[src/design/oen_pkg.sv]
// Shared types and constants for the order event normalizer.
// Used by every module of the block; no dependencies of its own.
package oen_pkg;

	localparam logic [3:0] FUNC_ADD     = 4'd0;
	localparam logic [3:0] FUNC_MODIFY  = 4'd1;
	localparam logic [3:0] FUNC_DELETE  = 4'd2;
	localparam logic [3:0] FUNC_EXEC    = 4'd3;
	localparam logic [3:0] FUNC_REPLACE = 4'd4;

	localparam logic [7:0]  SELL_CHAR = 8'h53;
	localparam logic [7:0]  NO_SIDE   = 8'h00;
	localparam logic [63:0] SEQ_RESET = 64'd1;

	typedef enum logic [1:0] {
		KIND_ADD    = 2'd0,
		KIND_MODIFY = 2'd1,
		KIND_DELETE = 2'd2,
		KIND_TRADE  = 2'd3
	} kind_t;

	typedef struct packed {
		logic [3:0]  func;
		logic [31:0] symbol;
		logic [63:0] order_ref;
		logic [63:0] replacement_ref;
		logic [63:0] price_raw;
		logic [31:0] quantity;
		logic [7:0]  side_char;
		logic [63:0] event_time;
	} event_t;

	typedef struct packed {
		logic [63:0] stamp;
		logic [31:0] symbol_out;
		logic [63:0] order_out;
		logic [62:0] price_out;
		logic [31:0] qty_out;
		logic        sell_side;
		kind_t       msg_kind;
		logic        last;
	} msg_t;

	// Decision for the item in the input register.
	typedef struct packed {
		logic emit;       // current half produces a message
		logic final_msg;  // nothing follows from this item
	} chk_t;

	// Handshake between the top level and the input register.
	typedef struct packed {
		logic consume;    // current half leaves the input register
		logic final_msg;  // the item is done after this half
	} adv_t;

endpackage

[src/design/order_event_normalizer.sv]
// Channel   Dir  Content
// s_*       in   one parsed event: tuser func, tdata packed event fields
// m_*       out  one normalized message: tuser kind, tlast last of event
// cfg_*     in   initial sequence number (always ready)
//
// One event per cycle enters while the output is not stalled; add, modify, delete
// and execution give one message per cycle. A replace holds the input register for
// its delete message and then its add message. Messages leave from the result register.
// Reset clears both valid flags and loads the sequence counter with 1.
// A stalled output holds its message and backs up into the input register.
module order_event_normalizer (
	input  logic         clk,
	input  logic         arst_n,
	input  logic         s_tvalid,
	output logic         s_tready,
	// symbol[31:0], order_ref[95:32], replacement_ref[159:96],
	// price_raw[223:160], quantity[255:224], side_char[263:256],
	// event_time[327:264]
	input  logic [327:0] s_tdata,
	input  logic [3:0]   s_tuser,   // func[3:0]
	output logic         m_tvalid,
	input  logic         m_tready,
	// wire_seq[63:0], stamp[127:64], symbol_out[159:128], order_out[223:160],
	// price_out[286:224], qty_out[318:287], sell_side[319]
	output logic [319:0] m_tdata,
	output logic [1:0]   m_tuser,   // msg_kind[1:0]
	output logic         m_tlast,
	input  logic         cfg_valid,
	output logic         cfg_ready,
	input  logic [63:0]  cfg_data
);

	oen_pkg::event_t ev_in;
	oen_pkg::event_t ev_s1;
	oen_pkg::chk_t   chk;
	oen_pkg::adv_t   adv;
	oen_pkg::msg_t   msg_c;
	oen_pkg::msg_t   msg_q;
	logic            valid_s1;
	logic            phase_s1;
	logic            load_ok;
	logic            load;
	logic [63:0]     seq_out_q;

	assign cfg_ready = 1'b1;

	assign ev_in.func            = s_tuser;
	assign ev_in.symbol          = s_tdata[31:0];
	assign ev_in.order_ref       = s_tdata[95:32];
	assign ev_in.replacement_ref = s_tdata[159:96];
	assign ev_in.price_raw       = s_tdata[223:160];
	assign ev_in.quantity        = s_tdata[255:224];
	assign ev_in.side_char       = s_tdata[263:256];
	assign ev_in.event_time      = s_tdata[327:264];

	oen_in_stage u_in (
		.clk      (clk),
		.arst_n   (arst_n),
		.s_tvalid (s_tvalid),
		.ev_in    (ev_in),
		.adv      (adv),
		.s_tready (s_tready),
		.valid_s1 (valid_s1),
		.phase_s1 (phase_s1),
		.ev_s1    (ev_s1)
	);

	oen_check u_check (
		.ev    (ev_s1),
		.phase (phase_s1),
		.chk   (chk),
		.msg   (msg_c)
	);

	// drop rejected events without waiting on the output
	assign adv.consume   = valid_s1 && (!chk.emit || load_ok);
	assign adv.final_msg = chk.final_msg;
	assign load          = valid_s1 && chk.emit && load_ok;

	oen_out_stage u_out (
		.clk       (clk),
		.arst_n    (arst_n),
		.cfg_valid (cfg_valid),
		.cfg_data  (cfg_data),
		.load      (load),
		.msg_in    (msg_c),
		.m_tready  (m_tready),
		.m_tvalid  (m_tvalid),
		.load_ok   (load_ok),
		.seq_out_q (seq_out_q),
		.msg_q     (msg_q)
	);

	assign m_tdata = {msg_q.sell_side, msg_q.qty_out, msg_q.price_out, msg_q.order_out,
		msg_q.symbol_out, msg_q.stamp, seq_out_q};
	assign m_tuser = msg_q.msg_kind;
	assign m_tlast = msg_q.last;

`ifndef NO_ASSERTIONS
	a_phase_replace: assert property (@(posedge clk) disable iff (!arst_n)
		valid_s1 && phase_s1 |-> ev_s1.func == oen_pkg::FUNC_REPLACE)
		else $error("second half held for a non-replace event");

	a_phase_blocks: assert property (@(posedge clk) disable iff (!arst_n)
		phase_s1 |-> valid_s1 && !chk.final_msg == 1'b0 && chk.emit)
		else $error("replace add half lost");

	a_notlast_delete: assert property (@(posedge clk) disable iff (!arst_n)
		m_tvalid && !m_tlast |-> m_tuser == oen_pkg::KIND_DELETE)
		else $error("non-final message is not a delete");

	a_seq_step: assert property (@(posedge clk) disable iff (!arst_n)
		load && !cfg_valid |=> seq_out_q + 64'd1 == u_out.seq_q)
		else $error("sequence did not advance by one");
`endif

endmodule

[src/design/oen_in_stage.sv]
// Input register of the normalizer: holds one event and its replace phase.
// Depends on oen_pkg.
module oen_in_stage (
	input  logic            clk,
	input  logic            arst_n,
	input  logic            s_tvalid,
	input  oen_pkg::event_t ev_in,
	input  oen_pkg::adv_t   adv,
	output logic            s_tready,
	output logic            valid_s1,
	output logic            phase_s1,
	output oen_pkg::event_t ev_s1
);

	logic accept;

	assign s_tready = !valid_s1 || (adv.consume && adv.final_msg);
	assign accept   = s_tvalid && s_tready;

	always_ff @(posedge clk or negedge arst_n) begin
		if (!arst_n) begin
			valid_s1 <= 1'b0;
			phase_s1 <= 1'b0;
		end else if (adv.consume && !adv.final_msg) begin
			// first half of a replace went out; hold the event for the add
			phase_s1 <= 1'b1;
		end else if (s_tready) begin
			valid_s1 <= s_tvalid;
			phase_s1 <= 1'b0;
		end
	end

	always_ff @(posedge clk) begin
		if (accept) begin
			ev_s1 <= ev_in;
		end
	end

endmodule

[src/design/oen_check.sv]
// Rule check and message build for one event half.
// Depends on oen_pkg; purely combinational.
module oen_check (
	input  oen_pkg::event_t ev,
	input  logic            phase,
	output oen_pkg::chk_t   chk,
	output oen_pkg::msg_t   msg
);

	logic        price_ok;
	logic        qty_ok;
	logic        side_ok;
	logic        sym_ok;
	logic [62:0] price;

	assign price_ok = !ev.price_raw[63];
	assign qty_ok   = (ev.quantity != 32'd0);
	assign side_ok  = (ev.side_char != oen_pkg::NO_SIDE);
	assign sym_ok   = (ev.symbol != 32'd0);
	assign price    = price_ok ? ev.price_raw[62:0] : 63'd0;

	always_comb begin
		chk.emit       = 1'b0;
		chk.final_msg  = 1'b1;
		msg.stamp      = ev.event_time;
		msg.symbol_out = ev.symbol;
		msg.order_out  = ev.order_ref;
		msg.price_out  = price;
		msg.qty_out    = ev.quantity;
		msg.sell_side  = (ev.side_char == oen_pkg::SELL_CHAR);
		msg.msg_kind   = oen_pkg::KIND_ADD;
		msg.last       = 1'b1;
		case (ev.func)
			oen_pkg::FUNC_ADD: begin
				chk.emit = sym_ok && price_ok && qty_ok && side_ok;
			end
			oen_pkg::FUNC_MODIFY: begin
				chk.emit     = sym_ok && price_ok && side_ok;
				msg.msg_kind = oen_pkg::KIND_MODIFY;
			end
			oen_pkg::FUNC_DELETE: begin
				chk.emit      = sym_ok;
				msg.price_out = 63'd0;
				msg.qty_out   = 32'd0;
				msg.msg_kind  = oen_pkg::KIND_DELETE;
			end
			oen_pkg::FUNC_EXEC: begin
				chk.emit     = sym_ok && qty_ok;
				msg.msg_kind = oen_pkg::KIND_TRADE;
			end
			oen_pkg::FUNC_REPLACE: begin
				if (phase) begin
					// second half: add under the new id
					chk.emit      = 1'b1;
					msg.order_out = ev.replacement_ref;
				end else begin
					chk.emit = sym_ok && price_ok && qty_ok && side_ok
						&& (ev.replacement_ref != 64'd0);
					chk.final_msg = !chk.emit;
					msg.price_out = 63'd0;
					msg.qty_out   = 32'd0;
					msg.msg_kind  = oen_pkg::KIND_DELETE;
					msg.last      = 1'b0;
				end
			end
			default: begin
				chk.emit = 1'b0;
			end
		endcase
	end

endmodule

[src/design/oen_out_stage.sv]
// Result register and wrapping sequence counter.
// Depends on oen_pkg.
module oen_out_stage (
	input  logic          clk,
	input  logic          arst_n,
	input  logic          cfg_valid,
	input  logic [63:0]   cfg_data,
	input  logic          load,
	input  oen_pkg::msg_t msg_in,
	input  logic          m_tready,
	output logic          m_tvalid,
	output logic          load_ok,
	output logic [63:0]   seq_out_q,
	output oen_pkg::msg_t msg_q
);

	logic [63:0] seq_q;

	assign load_ok = !m_tvalid || m_tready;

	always_ff @(posedge clk or negedge arst_n) begin
		if (!arst_n) begin
			seq_q    <= oen_pkg::SEQ_RESET;
			m_tvalid <= 1'b0;
		end else begin
			if (cfg_valid) begin
				seq_q <= cfg_data;
			end else if (load) begin
				seq_q <= seq_q + 64'd1;
			end
			if (load_ok) begin
				m_tvalid <= load;
			end
		end
	end

	always_ff @(posedge clk) begin
		if (load) begin
			msg_q     <= msg_in;
			seq_out_q <= seq_q;
		end
	end

endmodule
[config.mk]
export PLATFORM = sky130hd
export DESIGN_NAME = order_event_normalizer
export DESIGN_NICKNAME = d
export VERILOG_FILES = /design/src/design/oen_pkg.sv /design/src/design/order_event_normalizer.sv /design/src/design/oen_in_stage.sv /design/src/design/oen_check.sv /design/src/design/oen_out_stage.sv
export SDC_FILE = /design/constraint.sdc
export NUM_CORES = 1
export LEC_CHECK = 0
export ABC_AREA = 1
export BUFFER_PORTS_ARGS = -buffer_cell sky130_fd_sc_hd__buf_2
export CORE_MARGIN = 2
export CORE_UTILIZATION = 35
export CTS_CLUSTER_SIZE = 24
export DETAILED_ROUTE_END_ITERATION = 8
export PLACE_DENSITY_LB_ADDON = 0.25
export SYNTH_ARGS = -nofsm -noshare
export SYNTH_HDL_FRONTEND = slang
export SYNTH_SLANG_ARGS = --single-unit
[constraint.sdc]
create_clock -name clk -period 16.1 [get_ports clk]
set_input_delay 1.61 -clock clk [delete_from_list [all_inputs] [get_ports clk]]
set_output_delay 1.61 -clock clk [all_outputs]
set_load 0.03 [all_outputs]
======== Yosys cells after proc, flatten, opt, wreduce, memory -nomap -nowiden ========
Index checks and enable logic that the tools add are counted.
W data, S select, Z words.
storage, ports and cells
  output and inout port bits .............. 326
  register bits ........................... 722
  input bits .............................. 401
operators by class
  multiplexer cells ....................... 15
  bitwise logic cells ..................... 1
  reduce and logical (&&, ||, !) cells .... 29
  $add $sub $neg .......................... 1
  eq/ne operators ......................... 5
operators by type and width
  cell                     number
  $mux W64                 4
  $pmux W95 S2             1
  $mux W95                 1
  $add A64 B1 Y64 const B  1
  $reduce_bool A32 Y1      2
  $reduce_bool A64 Y1      1
  $mux W63                 1
  $logic_and A1 B1 Y1      12
  $eq A4 B2 Y1 const B     2
  $eq A8 B7 Y1 const B     1
  $pmux W2 S4              1
  $reduce_bool A8 Y1       1
  $logic_not A1 Y1         6
  $mux W1                  5
  $pmux W1 S5              1
  $eq A4 B1 Y1 const B     1
  $eq A4 B3 Y1 const B     1
  $logic_not A4 Y1         1
  $reduce_bool A2 Y1       2
  $logic_or A1 B1 Y1       3
  $mux W3                  1
  $reduce_and A2 Y1        1
  $not A1 Y1               1

======== Depth between registers and ports, before layout ========
  depth after elaboration ................. 14
  mapped depth ............................ 15
  gate-level depth less buffers ........... 14

======== By module ========
From an unflattened synthesis, not the netlist that was laid out.
unflattened totals
  cells, all modules ...................... 2014
  area, all modules ....................... 27428.8 um2
modules (own cells, without submodules)
  module                  cells each  area an instance (um2)  times used
  oen_out_stage           999         14367.5                 1
  oen_in_stage            343         10067.2                 1
  oen_check               665         2956.6                  1
  order_event_normalizer  7           37.5                    1

======== Worst setup path after synthesis ========
No wires, ideal clock.
  path kind ............................... in2reg
  start ................................... input m_tready
  end ..................................... register u_in.ev_s1[0] (netlist name)
  setup time .............................. 1035 ps
  data arrival time ....................... 15601 ps
  buffers on the path ..................... 0
  path slack .............................. -536 ps
  required time ........................... 15065 ps
  cell stages on the path ................. 4
  path through ............................ nor2_1 -> nand2_1 -> o21bai_1 -> nor2_1
between the ends
  word-level cells in the longest chain between the ends .. 6
ends and longest elaborated chain
  element              line                          RTL
  start, declared      order_event_normalizer.sv:22  input logic m_tready,
  $logic_or A1 B1 Y1   oen_out_stage.sv:19           assign load_ok = !m_tvalid || m_tready;
  $logic_or A1 B1 Y1   order_event_normalizer.sv:76  assign adv.consume = valid_s1 && (!chk.emit || load_ok);
  $logic_and A1 B1 Y1  order_event_normalizer.sv:76
  $logic_and A1 B1 Y1  oen_in_stage.sv:17            assign s_tready = !valid_s1 || (adv.consume && adv.final_msg);
  $logic_or A1 B1 Y1   oen_in_stage.sv:17
  $logic_and A1 B1 Y1  oen_in_stage.sv:18            assign accept = s_tvalid && s_tready;
  net u_in.accept      oen_in_stage.sv:15            logic accept;
The timed path passes the listed nets, and every way through them passes these cells.
A chain may end at the register's enable or synchronous reset.

======== Worst setup path in the final report ========
  start ................................... register u_in.ev_s1[328] (netlist name)
  end ..................................... register u_in.ev_s1[156] (netlist name)
between the ends
  word-level cells in the longest chain between the ends .. 8
ends and longest elaborated chain
  element                                     line                          RTL
  $eq A4 B3 Y1, or another cell as far along  oen_check.sv:33               case (ev.func)
  $pmux W1 S5                                 oen_check.sv:33
  $logic_not A1 Y1                            order_event_normalizer.sv:76
  $logic_or A1 B1 Y1                          order_event_normalizer.sv:76
  $logic_and A1 B1 Y1                         order_event_normalizer.sv:76
  $logic_and A1 B1 Y1 (*)                     oen_in_stage.sv:17
  $logic_or A1 B1 Y1 (*)                      oen_in_stage.sv:17
  $logic_and A1 B1 Y1 (*)                     oen_in_stage.sv:18
  net u_in.accept                             oen_in_stage.sv:15
The timed path passes the listed nets; every way through them passes the cells marked *.

==> results.json <==
{
  "routedWlPerCell_um": 20.5,
  "reg2reg_from": "u_in.ev_s1[328]$_DFFE_PP_",
  "p_int_mw": 3.26,
  "htreeDepth": 3,
  "finalWirelength_um": 81300,
  "final_nets": 3250,
  "p_leak_nw": 14.4,
  "clockPowerShare_pct": 40.7,
  "cts.hold.buffers_added": 0,
  "synth_fp_nets": 2486,
  "vias_per_cell": 4.56,
  "cts.sink_count": 722,
  "grt_pass1_vias": 18400,
  "ant_nets": 0,
  "dp_hpwl_um": 61100,
  "skew_ns": 0.0351,
  "core_area_um2": 77200,
  "relSlewSlack_pct": 23.8,
  "setup_tns_ns": 0,
  "die_y_um": 283,
  "die_w_um": 283,
  "hold_violations": 0,
  "synth.avg_cell_area_um2": 13.1,
  "postPlaceCellArea_um2": 32000,
  "power_switching_mw": 1.04,
  "num-fill-cells": 7150,
  "dieArea_um2": 80000,
  "final-setup-viol-count": 0,
  "status": "finished, final reports clean",
  "grt_use_total_pct": 19.9,
  "whs_ns": 0.402,
  "drive_gt1_share_pct": 30.4,
  "drcViolationCount": 0,
  "area_delta_synth_final_pct": 27.0,
  "synth_seq_cells": 722,
  "std_cell_rows": 102,
  "antenna_found_initial": 24,
  "p_comb_share_pct": 7.1,
  "cts_tree": "built",
  "cts_resized": 0,
  "dr_total_vias": 18100,
  "clock_latency_ns": 0.63,
  "synthCells": 2084,
  "cts_made_buffers": 80,
  "first_pass_iters": 5,
  "crit_path_start": "u_in.ev_s1[328]$_DFFE_PP_",
  "clockBufferDepth": 3,
  "ys_top_cells_by_area": "edfxtp_1, nand2_1, dfrtp_1, nor2_1, inv_1",
  "cp_data_required_time_ns": 16.33,
  "final_util_pct": 44.8,
  "r2r_end": "u_in.ev_s1[156]$_DFFE_PP_",
  "grt_max_degree": 181,
  "synth_top_area_share_pct": 72.3,
  "grt_pass1_wl_um": 117000,
  "cp-end-kind": "flip-flop",
  "ys_seq_area_share_pct": 78.4,
  "syn_area_um2": 27200,
  "ys_types": 34,
  "arrival_ns": 5.53,
  "post-route-min-period_ns": 5.30,
  "place_congestion": 0.946,
  "port_buffers": 725,
  "cap_violations": 0,
  "io_pins": 727,
  "min_period_over_period_pct": 32.9,
  "fmax_mhz": 189,
  "switching_share_pct": 24.2,
  "startpoint_type": "flip-flop",
  "ff2ff_setup_slack_ns": 10.80,
  "rsz0062_at_grt": "false",
  "reg2regPathDepth": 15,
  "tightest_slew_ns": 1.14,
  "grt_overflow": 0,
  "crit_fanout": 180,
  "path_clk_slew_ns": 0.06,
  "post_cts_buffers": 0,
  "ctsRootBufferMaster": "clkbuf_16",
  "drt_iter0_drc": 1255,
  "synth_top_area_cell": "edfxtp_1",
  "critical_path_class": "reg2reg",
  "vdd_drop_max_mv": 0.102,
  "initial_core_util_pct": 35.2,
  "endpoint": "u_in.ev_s1[156]$_DFFE_PP_",
  "min-delay-start": "u_in.ev_s1[60]$_DFFE_PP_",
  "fin_area_um2": 34600,
  "drv_slew": 0,
  "power_frac_seq_pct": 52.1,
  "total_power_mw": 4.30,
  "ys_warn_count": 0,
  "cellPowerDensity_nw_per_um2": 125,
  "hold_class": "reg2reg"
}
[synthesized netlist by cell type]
cell,count
nand2_4,1
nor3_2,2
o21bai_1,1
buf_2,4
nand2_2,4
o21ai_0,28
buf_6,11
nand3_4,1
buf_1,10
o21ai_1,2
or2_2,1
and2_1,1
xnor2_1,31
nand3_1,104
inv_1,151
o2111ai_1,1
inv_2,7
nor3_4,1
nor3_1,25
ha_1,1
nand4_1,10
nor2_1,274
nand2_1,617
buf_4,2
dfstp_2,1
nor2_4,3
nand3b_1,1
clkbuf_1,30
conb_1,1
nor2_2,6
dfrtp_1,66
xor2_1,29
edfxtp_1,655
nand3_2,2
[critical path: stages, from the launching register on]
cell and delay, ns:
edfxtp_1 0.39, inv_2 0.05, nand3_1 0.09, nor2_2 0.06, inv_2 0.07, nor2_4 0.03, buf_4 0.31, inv_2 0.10
buf_4 0.61, nand2_2 0.16, nand2_1 0.14, o21bai_1 0.10, nor2_4 0.12, buf_12 0.62, buf_4 0.95, buf_4 0.88
[registers in the layout, summed over array words and instances, names as in the netlist]
name             flops
u_in.ev_s1         332
u_out.msg_q        259
u_out.seq_out_q     64
u_out.seq_q         64
u_in.phase_s1        1
u_in.valid_s1        1
u_out.m_tvalid       1
[worst min path at each step]
stage,slack (ns),to,cells past startpoint
5_1_grt,0.41,u_out.msg_q[245]$_DFFE_PP_,0
4_1_cts,0.41,u_out.msg_q[255]$_DFFE_PP_,0
3_5_place_dp,0.40,u_out.msg_q[201]$_DFFE_PP_,0
6_report,0.40,u_out.msg_q[255]$_DFFE_PP_,0
3_3_place_gp,0.40,u_out.msg_q[239]$_DFFE_PP_,0
2_1_floorplan,0.40,u_out.msg_q[195]$_DFFE_PP_,0
[layout by cell type (no fill, tap or decap), types with 28 or more instances in the layout]
| master | Yosys | layout |
|---|---|---|
| o21ai_0 | 28 | 28 |
| inv_1 | 151 | 150 |
| clkbuf_16 | 0 | 81 |
| xnor2_1 | 31 | 31 |
| xor2_1 | 29 | 29 |
| dfrtp_1 | 66 | 66 |
| nand3_1 | 104 | 104 |
| nand2_1 | 617 | 616 |
| edfxtp_1 | 655 | 655 |
| nor2_1 | 274 | 273 |
| buf_2 | 4 | 725 |
[power by group through the flow]
stage	logic [mW]	registers (mW)	clock network (mW)
global placement	0.304	2.28	0
CTS	0.311	2.24	1.80
finish	0.306	2.24	1.75
floorplan	0.132	2.33	0
global route	0.341	2.25	1.88
detailed placement	0.310	2.28	0
[cell families (layout without fill, tap and decap cells)]
family,after synthesis,in the layout,synth area share [%]
AO/OA/AOI/OAI,32,32,0.612
XOR/XNOR,60,60,1.93
adder cells (fa/ha/maj),1,1,0.0460
buffers and inverters,215,1045,3.32
flip-flops,722,722,78.4
other,1,12,0.0138
AND/OR/NAND/NOR,1053,1053,15.6
[metal layers]
| layer | GRT usage [%] | wire, µm | vias to the layer above |
|---|---|---|---|
| li1 | - | - | 8557 |
| met5 | 0 | 133 | - |
| met3 | 6.87 | 7510 | 124 |
| met1 | 23.9 | 31600 | 8719 |
| met4 | 5.22 | 1790 | 22 |
| met2 | 34.2 | 40300 | 654 |
[metrics by stage]
stage | worst slack, ns | std cells
floorplan | 5.16 | 2084
global placement | 10.87 | 3806
detailed placement | 10.71 | 3806
CTS | 10.69 | 3954
global route | 10.33 | 3960
finish | 10.80 | 3965
[cell type report]
type                       instances  area [µm²]  share of cell area (%)
tap                             1040        1300                    3.77
sequential                       722       21300                    61.8
clock buffer                      96        2080                    6.03
clock inverter                    52         474                    1.37
inverter                         158         601                    1.74
antenna                           11        27.5                  0.0797
timing repair buffer             739        3750                    10.8
multi-input combinational       1147        4980                    14.4
(Power assumes the default switching activity.)
